$ cat src/hw/rtl/kca_pkg.sv
`timescale 1ns / 1ps
// ----------------------------------------------------------------------------
// kca_pkg: keypad click / autorepeat shared definitions
// Key table, code lookup, register indexes and field widths.
// ----------------------------------------------------------------------------
package kca_pkg;

  localparam int unsigned NUM_ENTRIES = 29;
  localparam int unsigned NUM_CODES   = 25;
  localparam int unsigned CODE_W      = 5;
  localparam int unsigned ENTRY_W     = 5;
  localparam int unsigned WORD_W      = 32;
  localparam int unsigned DELAY_W     = 16;
  localparam int unsigned CFG_IDX_W   = 8;

  localparam logic [CFG_IDX_W-1:0] REG_FIRST_DELAY  = 8'd0;
  localparam logic [CFG_IDX_W-1:0] REG_REPEAT_DELAY = 8'd1;

  localparam logic [DELAY_W-1:0] FIRST_DELAY_RST  = 16'd500;
  localparam logic [DELAY_W-1:0] REPEAT_DELAY_RST = 16'd175;

  typedef struct packed {
    logic              grp;
    logic [CODE_W-1:0] code;
    logic [WORD_W-1:0] mask;
  } key_entry_t;

  localparam key_entry_t KEY_TABLE [NUM_ENTRIES] = '{
    '{1'b0, 5'd1,  32'h0000_0020}, '{1'b0, 5'd2,  32'h0000_0020},
    '{1'b0, 5'd1,  32'h0000_0040}, '{1'b0, 5'd3,  32'h0000_0040},
    '{1'b0, 5'd1,  32'h0000_0060}, '{1'b0, 5'd4,  32'h0000_0060},
    '{1'b0, 5'd5,  32'h0000_0080}, '{1'b0, 5'd6,  32'h0000_0080},
    '{1'b0, 5'd5,  32'h0000_0100}, '{1'b0, 5'd7,  32'h0000_0100},
    '{1'b0, 5'd5,  32'h0000_0180}, '{1'b0, 5'd8,  32'h0000_0180},
    '{1'b0, 5'd9,  32'h0000_0400}, '{1'b0, 5'd10, 32'h0000_0800},
    '{1'b0, 5'd11, 32'h0000_1000}, '{1'b0, 5'd12, 32'h0000_2000},
    '{1'b0, 5'd13, 32'h0000_4000}, '{1'b0, 5'd14, 32'h0000_8000},
    '{1'b0, 5'd15, 32'h0001_0000}, '{1'b0, 5'd16, 32'h0002_0000},
    '{1'b0, 5'd17, 32'h0004_0000}, '{1'b0, 5'd18, 32'h0008_0000},
    '{1'b0, 5'd19, 32'h0040_0000}, '{1'b0, 5'd20, 32'h0080_0000},
    '{1'b1, 5'd21, 32'h0000_0300}, '{1'b1, 5'd22, 32'h0000_0200},
    '{1'b1, 5'd23, 32'h0000_0100}, '{1'b1, 5'd24, 32'h0000_0400},
    '{1'b1, 5'd25, 32'h0000_0800}
  };

  // first table entry of each code; codes without a key map to entry 0
  localparam logic [ENTRY_W-1:0] FIRST_ENTRY [2**CODE_W] = '{
    5'd0,  5'd0,  5'd1,  5'd3,  5'd5,  5'd6,  5'd7,  5'd9,
    5'd11, 5'd12, 5'd13, 5'd14, 5'd15, 5'd16, 5'd17, 5'd18,
    5'd19, 5'd20, 5'd21, 5'd22, 5'd23, 5'd24, 5'd25, 5'd26,
    5'd27, 5'd28, 5'd0,  5'd0,  5'd0,  5'd0,  5'd0,  5'd0
  };

endpackage

$ cat src/hw/rtl/kca_scan_if.sv
`timescale 1ns / 1ps
// ----------------------------------------------------------------------------
// kca_scan_if: keyboard scan channel
// One transfer carries two active-low key words and a millisecond stamp.
// ----------------------------------------------------------------------------
interface kca_scan_if;
  logic        valid;
  logic        ready;
  logic [31:0] scan_group0;
  logic [31:0] scan_group2;
  logic [31:0] now_ms;

  modport source (output valid, output scan_group0, output scan_group2,
                  output now_ms, input ready);
  modport sink   (input valid, input scan_group0, input scan_group2,
                  input now_ms, output ready);
endinterface

$ cat src/hw/rtl/kca_key_if.sv
`timescale 1ns / 1ps
// ----------------------------------------------------------------------------
// kca_key_if: key event channel
// One transfer carries a key code and its repeat flag.
// ----------------------------------------------------------------------------
interface kca_key_if;
  logic       valid;
  logic       ready;
  logic [4:0] key_code;
  logic       is_repeat;

  modport source (output valid, output key_code, output is_repeat, input ready);
  modport sink   (input valid, input key_code, input is_repeat, output ready);
endinterface

$ cat src/hw/rtl/kca_cfg_if.sv
`timescale 1ns / 1ps
// ----------------------------------------------------------------------------
// kca_cfg_if: configuration write channel
// One transfer writes data to the register selected by index.
// ----------------------------------------------------------------------------
interface kca_cfg_if;
  logic        valid;
  logic        ready;
  logic [7:0]  index;
  logic [15:0] data;

  modport source (output valid, output index, output data, input ready);
  modport sink   (input valid, input index, input data, output ready);
endinterface

$ cat src/hw/rtl/keypad_click_autorepeat.sv
`timescale 1ns / 1ps
// ----------------------------------------------------------------------------
// keypad_click_autorepeat: key click detection with typematic autorepeat
//
// scan_i takes one keyboard scan per transfer (two active-low key words and
// a millisecond stamp). key_o returns exactly one result per scan: the code
// of the first key that went down, the held key again once its delay has
// run out (is_repeat set), or code 0. cfg_i writes first_delay_ms (index 0)
// and repeat_delay_ms (index 1); other indexes are dropped. cfg_i is always
// ready.
// A scan transfer lands in an input register, then the table compare and the
// 32-bit elapsed-time compare load the result register once it is empty or
// being taken. Throughput is one scan per cycle while key_o does not stall,
// set by that single compute stage, which also updates the key state.
// Reset sets the delays to 500 and 175 ms, marks all keys released and
// empties both stages. When key_o stalls, one result waits in the output
// register and one scan in the input register; scan_i then drops ready.
// ----------------------------------------------------------------------------
module keypad_click_autorepeat (
  input  logic  clk_i,
  input  logic  rst_ni,
  kca_scan_if.sink   scan_i,
  kca_key_if.source  key_o,
  kca_cfg_if.sink    cfg_i
);
  import kca_pkg::*;

  logic [DELAY_W-1:0] first_delay_q, first_delay_d;
  logic [DELAY_W-1:0] repeat_delay_q, repeat_delay_d;

  logic              s1_valid_q, s1_valid_d;
  logic [WORD_W-1:0] s1_g0_q, s1_g0_d;
  logic [WORD_W-1:0] s1_g2_q, s1_g2_d;
  logic [WORD_W-1:0] s1_now_q, s1_now_d;

  logic [WORD_W-1:0] prev_g0_q, prev_g0_d;
  logic [WORD_W-1:0] prev_g2_q, prev_g2_d;
  logic [CODE_W-1:0] held_q, held_d;
  logic [WORD_W-1:0] last_time_q, last_time_d;
  logic              repeating_q, repeating_d;

  logic              out_valid_q, out_valid_d;
  logic [CODE_W-1:0] out_code_q, out_code_d;
  logic              out_rep_q, out_rep_d;

  logic scan_xfer, advance;

  logic [NUM_ENTRIES-1:0] fell, first_hot;
  logic [CODE_W-1:0]      click_code;
  logic [ENTRY_W-1:0]     held_idx;
  key_entry_t             held_entry;
  logic [WORD_W-1:0]      held_word;
  logic                   held_valid, held_down;
  logic [WORD_W-1:0]      elapsed;
  logic [DELAY_W-1:0]     limit;
  logic                   timeout;

  assign advance      = s1_valid_q && (!out_valid_q || key_o.ready);
  assign scan_i.ready = !s1_valid_q || advance;
  assign scan_xfer    = scan_i.valid && scan_i.ready;
  assign cfg_i.ready  = 1'b1;

  // falling edges of each table mask, then lowest entry wins
  always_comb begin
    for (int i = 0; i < NUM_ENTRIES; i++) begin
      fell[i] = KEY_TABLE[i].grp ?
                ((prev_g2_q & KEY_TABLE[i].mask) != '0) &&
                ((s1_g2_q & KEY_TABLE[i].mask) == '0) :
                ((prev_g0_q & KEY_TABLE[i].mask) != '0) &&
                ((s1_g0_q & KEY_TABLE[i].mask) == '0);
    end
    first_hot  = fell & (~fell + NUM_ENTRIES'(1));
    click_code = '0;
    for (int i = 0; i < NUM_ENTRIES; i++) begin
      click_code = click_code | ({CODE_W{first_hot[i]}} & KEY_TABLE[i].code);
    end
  end

  always_comb begin
    held_idx   = FIRST_ENTRY[held_q];
    held_entry = KEY_TABLE[held_idx];
    held_word  = held_entry.grp ? s1_g2_q : s1_g0_q;
    held_valid = (held_q != '0) && (held_q <= CODE_W'(NUM_CODES));
    held_down  = held_valid && ((held_word & held_entry.mask) == '0);
    elapsed    = s1_now_q - last_time_q;
    limit      = repeating_q ? repeat_delay_q : first_delay_q;
    timeout    = elapsed > {{(WORD_W-DELAY_W){1'b0}}, limit};
  end

  always_comb begin
    first_delay_d  = first_delay_q;
    repeat_delay_d = repeat_delay_q;
    if (cfg_i.valid && cfg_i.ready) begin
      unique case (cfg_i.index)
        REG_FIRST_DELAY:  first_delay_d  = cfg_i.data;
        REG_REPEAT_DELAY: repeat_delay_d = cfg_i.data;
        default: ;
      endcase
    end
  end

  always_comb begin
    s1_valid_d = s1_valid_q;
    s1_g0_d    = s1_g0_q;
    s1_g2_d    = s1_g2_q;
    s1_now_d   = s1_now_q;
    if (scan_xfer) begin
      s1_valid_d = 1'b1;
      s1_g0_d    = scan_i.scan_group0;
      s1_g2_d    = scan_i.scan_group2;
      s1_now_d   = scan_i.now_ms;
    end else if (advance) begin
      s1_valid_d = 1'b0;
    end
  end

  always_comb begin
    prev_g0_d   = prev_g0_q;
    prev_g2_d   = prev_g2_q;
    held_d      = held_q;
    last_time_d = last_time_q;
    repeating_d = repeating_q;
    out_valid_d = out_valid_q;
    out_code_d  = out_code_q;
    out_rep_d   = out_rep_q;
    if (advance) begin
      prev_g0_d   = s1_g0_q;
      prev_g2_d   = s1_g2_q;
      out_valid_d = 1'b1;
      out_code_d  = '0;
      out_rep_d   = 1'b0;
      if (click_code != '0) begin
        held_d      = click_code;
        repeating_d = 1'b0;
        last_time_d = s1_now_q;
        out_code_d  = click_code;
      end else if (held_down) begin
        if (timeout) begin
          repeating_d = 1'b1;
          last_time_d = s1_now_q;
          out_code_d  = held_q;
          out_rep_d   = 1'b1;
        end
      end else begin
        held_d = '0;
      end
    end else if (key_o.ready) begin
      out_valid_d = 1'b0;
    end
  end

  always_ff @(posedge clk_i or negedge rst_ni) begin
    if (!rst_ni) begin
      first_delay_q  <= FIRST_DELAY_RST;
      repeat_delay_q <= REPEAT_DELAY_RST;
      s1_valid_q     <= 1'b0;
      prev_g0_q      <= '1;
      prev_g2_q      <= '1;
      held_q         <= '0;
      last_time_q    <= '0;
      repeating_q    <= 1'b0;
      out_valid_q    <= 1'b0;
    end else begin
      first_delay_q  <= first_delay_d;
      repeat_delay_q <= repeat_delay_d;
      s1_valid_q     <= s1_valid_d;
      prev_g0_q      <= prev_g0_d;
      prev_g2_q      <= prev_g2_d;
      held_q         <= held_d;
      last_time_q    <= last_time_d;
      repeating_q    <= repeating_d;
      out_valid_q    <= out_valid_d;
    end
  end

  always_ff @(posedge clk_i) begin
    s1_g0_q    <= s1_g0_d;
    s1_g2_q    <= s1_g2_d;
    s1_now_q   <= s1_now_d;
    out_code_q <= out_code_d;
    out_rep_q  <= out_rep_d;
  end

  assign key_o.valid     = out_valid_q;
  assign key_o.key_code  = out_code_q;
  assign key_o.is_repeat = out_rep_q;

endmodule

$ cat src/flat_wrapper.sv
// flat-port wrapper written by rule: the top's interface ports become plain ports
module keypad_click_autorepeat_flat import kca_pkg::*;
  (clk_i, rst_ni, scan_i_valid, scan_i_scan_group0, scan_i_scan_group2, scan_i_now_ms, scan_i_ready, key_o_valid, key_o_key_code, key_o_is_repeat, key_o_ready, cfg_i_valid, cfg_i_index, cfg_i_data, cfg_i_ready);
  kca_scan_if scan_i_i ();
  kca_key_if key_o_i ();
  kca_cfg_if cfg_i_i ();
  input  logic clk_i;
  input  logic rst_ni;
  input wire logic [$bits(scan_i_i.valid)-1:0] scan_i_valid;
  input wire logic [$bits(scan_i_i.scan_group0)-1:0] scan_i_scan_group0;
  input wire logic [$bits(scan_i_i.scan_group2)-1:0] scan_i_scan_group2;
  input wire logic [$bits(scan_i_i.now_ms)-1:0] scan_i_now_ms;
  output wire logic [$bits(scan_i_i.ready)-1:0] scan_i_ready;
  output wire logic [$bits(key_o_i.valid)-1:0] key_o_valid;
  output wire logic [$bits(key_o_i.key_code)-1:0] key_o_key_code;
  output wire logic [$bits(key_o_i.is_repeat)-1:0] key_o_is_repeat;
  input wire logic [$bits(key_o_i.ready)-1:0] key_o_ready;
  input wire logic [$bits(cfg_i_i.valid)-1:0] cfg_i_valid;
  input wire logic [$bits(cfg_i_i.index)-1:0] cfg_i_index;
  input wire logic [$bits(cfg_i_i.data)-1:0] cfg_i_data;
  output wire logic [$bits(cfg_i_i.ready)-1:0] cfg_i_ready;
  assign scan_i_i.valid = scan_i_valid;
  assign scan_i_i.scan_group0 = scan_i_scan_group0;
  assign scan_i_i.scan_group2 = scan_i_scan_group2;
  assign scan_i_i.now_ms = scan_i_now_ms;
  assign scan_i_ready = scan_i_i.ready;
  assign key_o_valid = key_o_i.valid;
  assign key_o_key_code = key_o_i.key_code;
  assign key_o_is_repeat = key_o_i.is_repeat;
  assign key_o_i.ready = key_o_ready;
  assign cfg_i_i.valid = cfg_i_valid;
  assign cfg_i_i.index = cfg_i_index;
  assign cfg_i_i.data = cfg_i_data;
  assign cfg_i_ready = cfg_i_i.ready;
  keypad_click_autorepeat u_core (.clk_i(clk_i), .rst_ni(rst_ni), .scan_i(scan_i_i), .key_o(key_o_i), .cfg_i(cfg_i_i));
endmodule
$ cat config.mk
export PLATFORM = sky130hd
export DESIGN_NAME = keypad_click_autorepeat_flat
export DESIGN_NICKNAME = d
export VERILOG_FILES = /design/src/hw/rtl/kca_pkg.sv /design/src/hw/rtl/kca_scan_if.sv /design/src/hw/rtl/kca_key_if.sv /design/src/hw/rtl/kca_cfg_if.sv /design/src/hw/rtl/keypad_click_autorepeat.sv /design/src/flat_wrapper.sv
export SDC_FILE = /design/constraint.sdc
export NUM_CORES = 1
export LEC_CHECK = 0
export ABC_AREA = 1
export BUFFER_PORTS_ARGS = -buffer_cell sky130_fd_sc_hd__clkbuf_2
export CAP_MARGIN = 10
export CORE_MARGIN = 2
export CORE_UTILIZATION = 53
export CTS_CLUSTER_DIAMETER = 60
export DETAILED_ROUTE_END_ITERATION = 10
export GPL_ROUTABILITY_DRIVEN = 0
export HOLD_SLACK_MARGIN = 0.15
export PLACE_DENSITY_LB_ADDON = 0.08
export SYNTH_ARGS = -nofsm -noshare
export SYNTH_HDL_FRONTEND = slang
export SYNTH_SLANG_ARGS = --single-unit
$ cat constraint.sdc
create_clock -name clk_i -period 3.4 [get_ports clk_i]
set_clock_uncertainty 0.1 [all_clocks]
set_input_delay 0.68 -clock clk_i [delete_from_list [all_inputs] [get_ports clk_i]]
set_output_delay 0.68 -clock clk_i [all_outputs]
set_load 0.05 [all_outputs]
==> run summary, run 1 <==
status = complete, but fails checks
violated checks = setup timing
WL met2 = 11.1 mm
DP Wirelength = 17.1 mm
TNS Setup = -7.27 ns
mux cell area share after synthesis = 1.67%
Synth area leader = edfxtp_1
# rows = 49
final worst slack = -0.228 ns
CTS root buffer = clkbuf_16
# setup viols final = 39
R2R Path Start = u_core.s1_now_q[0]
family with the most delay on the worst path = simple AND/OR/NAND/NOR gates
most frequent CP cell = nand2_2
largest net degree at the start of global routing = 54
Seq/Total Area, Yosys = 42.5%
die area = 0.0193 mm^2
synth unique cells = 46
slowest stage delay, CP = 0.39 ns
buffer and inverter count on the worst path = 3
DR WL met3 = 1.06 mm
I/O Pins = 134
Yosys top cell area share = 18.3%
post-place setup slack = -0.299 ns
Synth Net Count = 1471
final wirelength = 23.6 mm
Adder-Cell Fraction of Synth Area = 7.19%
vias per cell = 5.12
crit path kind = reg2reg
Vias = 8579
Metal-1 WL = 10.8 mm
Seq cells post-synth = 151
Skew-Pair Late Insertion Delay = 0.43 ns
clock-pin slew on the worst setup and hold paths = 0.07 ns
starting density of the core = 53.8%
Power, Total = 10300 uW
Core Region = 0.0180 mm^2
Final Hold Violating Endpoints = 0
pwr dens = 882 mW/mm^2
clk buf depth = 2
Final Max Slew Viols = 0
Simple-Gate Fraction of Synth Area = 30.6%
WP data required = 3.66 ns
CTS tree = yes
grt ovf = 0
minimum clock period = 3.63 ns
relative slew slack = 59.2%
unrepaired setup endpoints after global routing = yes
CP Launch Type = register
Syn Inst Count = 1291
Tot GR Track Use = 24.8%
max-cap viol count = 0
fin nets = 1614
fin crit share = 107%
Die Width = 139 um
placed inst area = 0.0108 mm^2
leakage = 0.00599 uW
CTS H-tree lvls = 4
largest family of logic cells by synthesized area = simple AND/OR/NAND/NOR gates
drt initial violations = 546
commonest cells after routing, fill and taps aside = 411 x nand2_1, 189 x inv_1, 98 x nor2_1
post-synthesis compound-gate area fraction = 7.27%
Synth Area in XOR/XNOR = 1.36%
Area growth, synth to finish = 21.2%
maximum fanout along the worst path = 9
CP max stage cell = edfxtp_1
synthesized area = 0.00967 mm^2
number of global-route vias before repair = 8275
CP startpoint = u_core.s1_now_q[0]
first-pass GRT wire length = 39.2 mm
Critical Path Sink Type = register
Routed Antenna Nets = 0
Post-synth EDFFs = 59
synthesized area per cell = 7.49 um^2
most common cell after layout, fill and taps aside = nand2_1
Die Height = 139 um
final instance area = 0.0117 mm^2
VDD IR max = 428 uV
Post-synth ARST share = 60.9%
Slew @ Worst Pin = 0.612 ns
layout cells sized above 1 = 21.9%
Main synth FF type = dfrtp_1
final core utilization = 65.3%
Hold Path Class = in2async
Synth area leaders = edfxtp_1 18%, nand2_1 17%, dfrtp_1 16%
IO buf count = 89
Hold-fix buffers, CTS = 0
Fmax = 0.276 GHz
CTS Sinks = 151
crit path DAT = 3.89 ns
# DRC = 0
initial antenna violation count = 2
Routed wire per std cell = 14.1 um
first-pass detailed-route iteration total = 5
number of CTS-inserted buffers = 17
Ys Warns = 0
top layer in use = met5
## cell families (layout without fill, tap and decap cells)
logic type      count (synthesis)  count (layout)
fa+ha+maj                      55              55
mux                            16              16
simple gates                  696             696
buf+inv                       228             384
compound gates                129             129
xor+xnor                       15              15
other cells                     1               2
flops                         151             151
## cells in the mapped netlist (2+ instances only)
cell type    n
o21ai_2      6
nor2_1     105
buf_4        4
xor2_1      12
o21ai_1      3
inv_1      192
or2_1        2
xnor2_1      3
nor2_2       5
mux2i_1     15
nand2_1    446
o211ai_1     2
nand3_1     55
clkbuf_1    14
nand2_2      4
buf_6        3
nor2_4       2
buf_2        8
ha_1        54
dfstp_2     32
edfxtp_1    59
nand3b_1     8
nor3_1      11
inv_2        7
o21ai_0     68
a21oi_2      2
dfrtp_1     60
a21oi_1     38
o21bai_1     6
nand4_1     46
nand3_2      4
## through the flow
stage | instances | hold slack, ns
detailed placement | 1638 | 0.358
finish | 1677 | 0.158
global placement | 1638 | 0.354
floorplan | 1291 | 0.284
CTS | 1672 | 0.170
global route | 1676 | 0.207
## report_power, final
group | switching, uW | internal [uW] | total (uW)
Clock | 853 | 967 | 1820
Combinational | 3620 | 2300 | 5920
Sequential | 247 | 2340 | 2590
Total | 4720 | 5610 | 10300
## final timing paths
path | endpoint | slack [ns] | cells past startpoint
max | u_core.last_time_q[13] | -0.23 | 27
min | u_core.last_time_q[6] | 0.16 | 1
max reg2reg | u_core.last_time_q[13] | -0.23 | 27
min reg2reg | u_core.last_time_q[29] | 0.37 | 2
max in group asynchronous | u_core.prev_g2_q[11] | 2.30 | 2
min in group clk_i | u_core.s1_g0_q[12] | 0.32 | 1
## worst reg2reg max path: stages, from the launching register on
cell and delay, ns:
edfxtp_1 0.39, inv_1 0.07, ha_2 0.16, inv_2 0.04
fa_2 0.37, nand2_2 0.09, nand2_2 0.06, nand3b_1 0.10
nand2_2 0.09, nand2_2 0.08, nand2_2 0.06, xor2_1 0.15
ha_1 0.29, nand2_2 0.07, nor2_4 0.14, nand2_2 0.08
nor2_2 0.10, a21oi_2 0.06, nor2_1 0.09, nand2_1 0.05
nor2_1 0.08, nand2_1 0.09, nor2_4 0.16, nand4_4 0.13
nand3_4 0.17, clkbuf_16 0.20, nand2_1 0.06, nand2_1 0.05
## per-layer routing
metal  global-route usage, %  vias to the layer above
met5                       0                        -
met4                    9.30                        2
met3                    4.11                       44
met2                    40.8                      218
met1                    33.3                     3904
li1                        -                     4411
## timing repair
action,in CTS,in global routing
gates cloned,0,2
pin swaps,6,9
setup buffers,2,2
setup endpoints to repair,39,39
resized for setup,22,56
## registers in the layout, indices dropped and copies added (netlist names)
name                    cells
u_core.last_time_q         32
u_core.key_o.valid          1
u_core.first_delay_q       16
u_core.s1_g2_q              5
u_core.repeat_delay_q      16
u_core.prev_g2_q            4
u_core.held_q               5
u_core.s1_g0_q             16
u_core.prev_g0_q           16
u_core.s1_valid_q           1
u_core.repeating_q          1
u_core.key_o.is_repeat      1
u_core.s1_now_q            32
u_core.key_o.key_code       5
## area by class of cell
cell class                 count  area (um^2)
tap                          229          287
timing repair buffer         153         1040
antenna                        1         2.50
fill                        1624         6240
inverter                     199          747
multi-input combinational    912         4980
clock buffer                  18          429
clock inverter                14          128
sequential                   151         4110
Note: power is estimated with default switching activity, not from simulation.
==> inputs of run 2 (changes only) <==
--- a/config.mk
+++ b/config.mk
@@ -9,7 +9,7 @@
 export BUFFER_PORTS_ARGS = -buffer_cell sky130_fd_sc_hd__clkbuf_2
 export CAP_MARGIN = 10
 export CORE_MARGIN = 2
-export CORE_UTILIZATION = 53
+export CORE_UTILIZATION = 35
 export CTS_CLUSTER_DIAMETER = 60
 export DETAILED_ROUTE_END_ITERATION = 10
 export GPL_ROUTABILITY_DRIVEN = 0
==> run 2 against run 1 <==
The flow still finishes with violations (setup timing). Final cell count is 7.5% higher. Utilization down 21 points. Non-clock buffer count rose by 14. Largest cell class unchanged. Hold slack got worse by 0.049 ns. Sequential power hardly changed. Final area is 1.4% higher. Combinational power is essentially flat. Die area grew 50%. Register-to-register slack improved by 0.098 ns. Critical path type unchanged. Flip-flop and latch count unchanged.
==> run summary, run 2 (same netlist as run 1, synthesis figures left out) <==
sequential share of power = 24.8%
Vias = 8438
Clock power frac = 18.5%
final wirelength = 25.0 mm
number of global-route vias before repair = 8151
DP Wirelength = 18.3 mm
crit path DAT = 3.80 ns
vias per cell = 4.68
CP startpoint = u_core.s1_now_q[0]
R2R Path Start = u_core.s1_now_q[0]
Slew @ Worst Pin = 0.718 ns
Hold-fix buffers, CTS = 0
grt ovf = 0
relative slew slack = 52.1%
clock-pin slew on the worst setup and hold paths = 0.07 ns
first-pass detailed-route iteration total = 5
R2R Setup Slk = -0.13 ns
Register-to-Register Path Depth = 27
# DRC = 0
commonest cells after routing, fill and taps aside = 427 x nand2_1, 190 x inv_1, 99 x nor2_1
die area = 0.0290 mm^2
Comb power frac = 56.6%
clk buf depth = 2
VDD IR max = 402 uV
Regs by FF count = u_core.last_time_q x32, u_core.s1_now_q x32
post-route insts no fill = 1802
fin crit share = 104%
Hold Path Class = in2async
post-place setup slack = -0.278 ns
Core Region = 0.0270 mm^2
drt initial violations = 441
Critical Path Sink Type = register
CTS root buffer = clkbuf_16
Hold Slack = 0.109 ns
CTS tree = yes
Routed Antenna Nets = 0
pwr dens = 878 mW/mm^2
leakage = 0.00603 uW
starting density of the core = 35.8%
CTS H-tree lvls = 4
CTS Sinks = 151
fin nets = 1628
Die Height = 170 um
final worst slack = -0.130 ns
Inst Count DP = 1763
# rows = 60
Fmax = 0.283 GHz
Tot GR Track Use = 18.2%
RR Endpoint = u_core.last_time_q[11]
largest net degree at the start of global routing = 93
CP endpoint = u_core.last_time_q[11]
WP data required = 3.67 ns
IO buf count = 89
initial antenna violation count = 0
most common cell after layout, fill and taps aside = nand2_1
Skew-Pair Late Insertion Delay = 0.45 ns
crit path kind = reg2reg
violated checks = setup timing
Final Hold Violating Endpoints = 0
number of CTS-inserted buffers = 17
CP Launch Type = register
Net Sw Power = 4750 uW
unrepaired setup endpoints after global routing = yes
Final Max Slew Viols = 0
# setup viols final = 39
maximum fanout along the worst path = 14
status = complete, but fails checks
minimum clock period = 3.53 ns
Die Width = 170 um
max-cap viol count = 0
Inserted Diodes = 0
Routed wire per std cell = 13.9 um
layout cells sized above 1 = 21.1%
sw frac = 45.6%
I/O Pins = 134
first-pass GRT wire length = 41.6 mm
Area growth, synth to finish = 22.8%
P_int = 5680 uW
## run 2: final cells by class
| type | count | area (um^2) |
|---|---|---|
| clock inverter | 15 | 173 |
| multi-input combinational | 912 | 4860 |
| fill | 2824 | 15100 |
| tap | 341 | 427 |
| clock buffer | 17 | 425 |
| timing repair buffer | 167 | 1130 |
| inverter | 199 | 747 |
| sequential | 151 | 4110 |
## run 2: critical path, stage by stage, from the launching register on
cell and delay (ns):
edfxtp_1 0.39, inv_1 0.07, ha_2 0.17, inv_2 0.04, fa_2 0.35, nand2_2 0.07
nand2_2 0.06, nand3b_1 0.10, nand2_2 0.10, nand2_2 0.08, nand2_2 0.05, xor2_1 0.14
ha_1 0.29, nand2_2 0.07, nor2_4 0.11, nand2_2 0.07, nor2_2 0.12, a21oi_2 0.05
nor2_1 0.08, nand2_1 0.06, nor2_1 0.09, nand2_1 0.08, nor2_4 0.13, nand4_4 0.12
nand3_4 0.16, clkbuf_16 0.20, nand2_1 0.05, nand2_1 0.05
## run 2: how the worst min path moves through the flow
stage | to | cells after the start | from | slack, ns
5_1_grt | u_core.last_time_q[20] | 2 | rst_ni | 0.22
2_1_floorplan | u_core.first_delay_q[0] | 0 | rst_ni | 0.28
6_report | u_core.last_time_q[6] | 2 | rst_ni | 0.11
3_5_place_dp | u_core.last_time_q[28] | 2 | u_core.last_time_q[28] | 0.36
4_1_cts | u_core.last_time_q[6] | 2 | rst_ni | 0.21
3_3_place_gp | u_core.last_time_q[23] | 2 | u_core.last_time_q[23] | 0.35
## run 2: power by group through the flow
stage / clock network, uW / registers [uW] / logic (uW)
floorplan: 0 / 2610 / 3760
global placement: 0 / 2610 / 5480
detailed placement: 0 / 2610 / 5540
CTS: 1990 / 2580 / 5640
global route: 2070 / 2640 / 6780
finish: 1930 / 2590 / 5910
## run 2: per-layer routing
metal  track usage (%)  up-vias  wire, um  part of all wire [%]
li1                  -     4441         -                     -
met1              25.1     3829     12600                    51
met2              29.9      146     11200                    45
met3              2.72       22       763                   3.1
met4              4.91        0       344                   1.4
met5                 0        -         0                     0
## run 2: through the flow
| stage | power, uW | TNS, ns | area (um^2) | utilization, % |
|---|---|---|---|---|
| 4_1_cts | 10200 | -5.35 | 11600 | 43.0 |
| 5_1_grt | 11500 | -15.45 | 11900 | 44.0 |
| 2_1_floorplan | 6370 | 0 | 9670 | - |
| 6_report | 10400 | -4.13 | 11900 | 44.0 |
| 3_5_place_dp | 8160 | -9.83 | 11000 | 40.7 |
| 3_3_place_gp | 8090 | -8.24 | 11000 | 40.7 |
## run 2: repair_timing
| action | 4_1_cts | 5_1_grt |
|---|---|---|
| gates cloned | 0 | 2 |
| endpoints found under the setup margin | 39 | 39 |
| resized for setup | 10 | 40 |
| buffers inserted | 1 | 4 |
| pin swaps | 1 | 3 |
